===== src/hdl/fber_isqrt.sv =====
// ----------------------------------------------------------------------------
// fber_isqrt: iterative integer square root
// Digit-by-digit root of a 64-bit value, one result bit per cycle.
// ----------------------------------------------------------------------------
module fber_isqrt (
	input  logic        clk,
	input  logic        arst_n,
	input  logic        start,
	input  logic [63:0] value,
	output logic        done,
	output logic [31:0] root
);

	logic [63:0] rem_q;
	logic [63:0] res_q;
	logic [63:0] bit_q;
	logic        busy_q;
	logic        done_q;
	logic [63:0] trial;

	assign trial = res_q + bit_q;

	always_ff @(posedge clk or negedge arst_n) begin
		if (!arst_n) begin
			rem_q  <= '0;
			res_q  <= '0;
			bit_q  <= '0;
			busy_q <= 1'b0;
			done_q <= 1'b0;
		end else begin
			done_q <= 1'b0;
			if (start) begin
				rem_q  <= value;
				res_q  <= '0;
				bit_q  <= 64'd1 << 62;
				busy_q <= 1'b1;
			end else if (busy_q) begin
				if (rem_q >= trial) begin
					rem_q <= rem_q - trial;
					res_q <= (res_q >> 1) + bit_q;
				end else begin
					res_q <= res_q >> 1;
				end
				bit_q <= bit_q >> 2;
				if (bit_q[0]) begin
					busy_q <= 1'b0;
					done_q <= 1'b1;
				end
			end
		end
	end

	assign done = done_q;
	assign root = res_q[31:0];

endmodule


===== config.mk =====
export PLATFORM = sky130hd
export DESIGN_NAME = fber_isqrt
export DESIGN_NICKNAME = d
export VERILOG_FILES = /design/src/hdl/fber_isqrt.sv
export SDC_FILE = /design/constraint.sdc
export NUM_CORES = 1
export LEC_CHECK = 0
export BUFFER_PORTS_ARGS = -buffer_cell sky130_fd_sc_hd__buf_2
export CAP_MARGIN = 40
export CORE_MARGIN = 5
export CORE_UTILIZATION = 48
export DETAILED_ROUTE_END_ITERATION = 10
export PLACE_DENSITY = 0.68
export SYNTH_ARGS = -nofsm -noshare
export SYNTH_HDL_FRONTEND = slang
export SYNTH_SLANG_ARGS = --single-unit

===== constraint.sdc =====
create_clock -name clk -period 4.75 [get_ports clk]
set_input_delay 0.95 -clock clk [delete_from_list [all_inputs] [get_ports clk]]
set_output_delay 0.95 -clock clk [all_outputs]
set_load 0.02 [all_outputs]

=== After elaboration in Yosys (flattened, before gate mapping) ===
Index checks and enable logic that the tools add are counted.

* Register bits: 194
* Latch bits: 0
* Bits in writable memories: 0
* Memory bits (read-only): 0
* Bits of input ports: 67
* Word-level logic and storage cells: 26
* Memories kept: 0

* Add/subtract/negate cells: 3
* $mul: 0
* Div/mod/pow operators: 0
* Order comparisons: 1
* Equality and inequality tests: 0
* Shift-type cells: 0
* Muxes and demuxes: 14
* Bitwise operators: 0
* Reductions and logical operators: 3

{| class="wikitable"
|+ Operators by type and width
! operator !! number
|-
| two-way mux 64 bit || 8
|-
| adder 63 x 64 -> 64 bit || 1
|-
| adder 64 bit || 1
|-
| >= comparator 64 bit || 1
|-
| subtractor 64 bit || 1
|-
| two-way mux 1 bit || 6
|-
| nonzero test 2 bit || 2
|-
| AND reduction 2 bit || 1
|}

=== Logic depth before layout (Yosys ltp) ===
* Word-level depth: 5
* Gate-level depth with buffers: 26

=== Worst setup path before layout ===
Ideal clock, no wire load.

* Kind: reg-to-reg
* Start point: register res_q[18]
* End point: register rem_q[20]
* Data arrival time: 5.126 ns
* Data required time: 4.625 ns
* Path slack: -0.501 ns
* Stages on the path, launching flop included: 24
* Cell sequence: dfrtp_1 > ha_1 > a31oi_1 > o21ai_1 > a221o_1 > a31o_2 > o311ai_2 > nand2_1 > a31o_1 > buf_2 > a211oi_1 > xor2_1 > ha_1 > clkbuf_1 > nand4_1 > nor4_1 > and3_1 > nand4_1 > and3b_1 > o221ai_2 > a21oi_4 > nor2_4 > mux2_2 > mux2_2

* Longest elaborated chain between the ends: 5

{| class="wikitable"
|+ RTL lines
! item !! line !! RTL
|-
| start, declared || 15 || <nowiki>logic [63:0] res_q;</nowiki>
|-
| start signal, assigned || 40 || <nowiki>res_q <= (res_q >> 1) + bit_q;</nowiki>
|-
| start signal, assigned || 42 || <nowiki>res_q <= res_q >> 1;</nowiki>
|-
| adder 64 bit * || 21 || <nowiki>assign trial = res_q + bit_q;</nowiki>
|-
| subtractor 64 bit || 39 || <nowiki>rem_q <= rem_q - trial;</nowiki>
|-
| two-way mux 64 bit || 38 || <nowiki>if (rem_q >= trial) begin</nowiki>
|-
| two-way mux 64 bit || 37 || <nowiki>end else if (busy_q) begin</nowiki>
|-
| two-way mux 64 bit || 32 || <nowiki>if (start) begin</nowiki>
|-
| end signal, assigned || 33 || <nowiki>rem_q <= value;</nowiki>
|-
| end signal, assigned || 39 ||
|-
| end, declared || 14 || <nowiki>logic [63:0] rem_q;</nowiki>
|}

Mark *: on every way between the ends. The rest lies on a longest branch, timed or not. The select of a mux whose other input is x is not followed.
A chain may end at the register's enable or synchronous reset.

=== Final worst setup path ===
* Start point: register res_q[6]
* End point: register res_q[61]

* Longest elaborated chain between the ends: 5

{| class="wikitable"
|+ RTL lines
! item !! line
|-
| adder 64 bit || 21
|-
| >= comparator 64 bit || 38
|-
| two-way mux 64 bit * || 38
|-
| two-way mux 64 bit * || 37
|-
| two-way mux 64 bit * || 32
|}

Marks and branches as above.

==> results.md <==
- Max-cap violations: 0
- Vias in the first global route: 17,300
- CTS tree: done
- CP Max Fanout: 6
- GRT overflow: 0
- Tcrit/Tclk final: 116%
- Global-route wire length before repair: 93,100 um
- Post-synthesis sequential area ratio: 24.9%
- Die area: 0.0377 mm^2
- Synthesized-area fraction occupied by and/or/nand/nor cells: 20.6%
- Number of enable flip-flop cells after synthesis: 0
- Root Buffer Master: clkbuf_16
- Row count: 67
- DIE HEIGHT: 194 um
- GRT Util Overall: 30.1%
- Placed inst area: 0.0202 mm^2
- M1 GR Usage: 44.4%
- GRT busiest layer: met2
- Peak VDD IR: 0.507 mV
- Actual slew at the worst max-slew pin: 0.851 ns
- DR vias/cell: 6.13
- Xor and xnor area share after synthesis: 7.54%
- H-tree depth: 4
- Clock tree buffer depth: 2
- Ys async rst share: 100%
- Fmax: 182 MHz
- Unrepaired setup endpoints after global routing: yes
- Final Slew Violations: 0
- CP Cell Sequence: ha_4 > nand4_1 > nor4b_2 > o21a_1 > a211o_1 > a21oi_4 > o31ai_4 > a311oi_4 > nor4b_2 > o221ai_1 > xor2_1 > ha_1 > nand4_1 > nor4_4 > and3_4 > nand4_1 > and3b_2 > o221ai_4 > a21oi_4 > buf_12 > buf_4 > o21a_1 > nor3_1 > nor4_2
- CP Data Required Time: 5.09 ns
- Worst path buffer plus inverter count: 2
- Failing checks: setup timing
- Die Width: 194 um
- Post-route design area: 0.0231 mm^2
- Startpoint Class: flop
- Leakage: 10.6 nW
- GR met2 Demand/Resource: 45.7%
- Drt drc: 0
- Gp weighted congestion: 1.00
- Vias post-DR: 18,400
- Setup TNS: -75.65 ns
- Antenna Nets Post-Route: 0
- Library cells used by synthesis: 88
- Status: finished, violations left
- Mean Syn Cell Area: 7.81 um^2
- Post-synthesis mux area share: 4.38%
- Worst-skew pair later-pin latency: 0.46 ns
- CP top delay family: compound AO/OA/AOI/OAI gates
- Hold WC Path Type: input pin to asynchronous set/reset pin
- Arrival @ worst endpoint: 5.84 ns
- Fin util: 69.0%
- Share of post-route cells with drive strength above 1: 36.1%
- Clock-pin slew on the worst setup and hold paths: 0.07 ns
- Power Density: 764 mW/mm^2
- Area leader, netlist: dfrtp_1
- Critical path class: flop to flop
- Crit-path most repeated cell: nand4_1
- Synth area leaders: dfrtp_1, ha_1, nand2_1
- Fill cell count: 2,586
- Total Power: 17.7 mW
- # IOs: 100
- Pre-Repair DR Iteration Count: 6
- Synthesis-stage register bit count: 162
- Synth Area in Compound Gates: 26.8%
- Synthesized area: 0.0163 mm^2
- Met3 Track Usage GR: 3.96%
- CTS Sinks: 162
- Final worst slack: -0.743 ns
- Gate Count Post-Synth: 2,082
- Top cell type's share of synthesized area: 24.9%
- Hold WS: 0.385 ns
- Fin nets: 2,746
- DR iter-0 viols: 1,972
- Post-Route WL: 61,200 um
- Crit-path max cell delay: 0.46 ns
- Area Overhead vs Synth: 42.2%
- Initial Utilization: 48.5%
- Net Count, Synth: 2,280
- Avg WL per Cell: 20.4 um
- Slowest-stage cell, CP: dfrtp_1
- Initial antenna violation count: 0
- Ant diodes: 0
- Yosys warning total: 0
- Slew HR: 43.3%
- Placeable Area: 0.0335 mm^2
- Largest net degree at the start of global routing: 135
- Port Buffers: 99
- Main combinational cell family by area after synthesis: compound AO/OA/AOI/OAI gates
- Fin crit period: 5.49 ns
- Post-DP HPWL: 43,300 um
- Post-synth top flop: dfrtp_1
- Clk_skew: 0.0144 ns
- Setup Viol. Count Final: 128
- Final hold viol count: 0
- CTS buffer count: 17
- Critical Path Sink Type: flop
- Area share of fa/ha/maj cells after synthesis: 10.1%
[area by class of cell]
type                       instances  area, um^2  area share [%]
multi-input combinational       1723       12700            55.1
clock inverter                    13         188           0.811
clock buffer                      19         443            1.91
sequential                       162        4060            17.5
timing repair buffer             592        4950            21.4
tap                              448         561            2.42
inverter                          52         195           0.844
[registers in the layout (all words and copies together) (netlist names)]
| name | count |
|---|---|
| res_q | 64 |
| busy_q | 1 |
| rem_q | 64 |
| bit_q | 32 |
| done | 1 |
[report_power, final]
group          internal, mW  total, mW  switching [mW]
combinational          6.94       13.9            7.00
sequential             1.76       2.19           0.423
clock                 0.864       1.54           0.680
[cells by family after synthesis]
group                    count (synthesis)
multiplexers                            69
adder cells (fa/ha/maj)                131
flip-flops                             162
AND/OR/NAND/NOR                        721
XOR/XNOR                               140
AO/OA/AOI/OAI                          662
buffers and inverters                  197
[placed cells by master, fill, tap and decap left out, types with 37 or more instances in the layout]
master,netlist,final
buf_4,36,398
nand2_1,248,220
nor2_1,208,172
dfrtp_1,162,161
a21oi_1,168,130
ha_1,130,119
buf_2,21,97
o21ai_0,158,80
xnor2_1,70,67
xor2_1,70,66
o21ai_1,6,57
buf_6,3,53
inv_1,52,52
mux2i_1,52,52
a31oi_1,53,48
nand4_1,47,47
nand3_1,41,40
a21oi_2,3,38
o21bai_1,37,37
[synthesized netlist by cell type, types with 12 or more instances]
master / n
ha_1: 130
a31oi_1: 53
nor3_1: 42
nand2_1: 248
dfrtp_1: 162
o21bai_1: 37
a211oi_1: 34
o21a_1: 17
clkbuf_1: 73
xor2_1: 70
buf_2: 21
buf_4: 36
nand3_1: 41
or3_1: 18
nand2b_1: 14
nor2_1: 208
a311oi_1: 18
and3_1: 20
mux2i_1: 52
nor2b_1: 15
inv_1: 52
a31o_2: 20
and2_1: 15
o211ai_1: 12
mux2_2: 17
nand4_1: 47
a21oi_1: 168
a21o_1: 28
xnor2_1: 70
o21ai_0: 158
[path summary, 6_finish.rpt]
kind	startpoint	endpoint	slack, ns	cells past startpoint
setup / recovery	res_q[6]	res_q[61]	-0.74	24
setup reg to reg	res_q[6]	res_q[61]	-0.74	24
min in group clk	rem_q[52]	rem_q[52]	0.55	2
max in group asynchronous	arst_n	rem_q[49]	3.58	2
hold reg to reg	rem_q[52]	rem_q[52]	0.55	2
hold / removal	arst_n	res_q[9]	0.39	1
[per-stage QoR]
step,cells,worst slack (ns)
after floorplan,2082,-0.362
after global placement,2895,-0.686
after detailed placement,2896,-0.828
after CTS,2983,-0.636
after global routing,3009,-0.876
final,3009,-0.743
[per-layer routing]
layer  up-vias  share of wire, %  wire [um]
li1       8558                 -          -
met1      8834                44      27200
met2       893                44      26900
met3       148               8.1       4980
met4         0               3.4       2090
met5         -                 0          0
[timing repair]
item | CTS | global route
resized for setup | 181 | 181
hold buffers | 0 | 0
gates cloned | 10 | 5
setup endpoints to repair | 128 | 128
buffers inserted | 46 | 27
pin swaps | 75 | 83
Power figures use the tool's default switching activity.
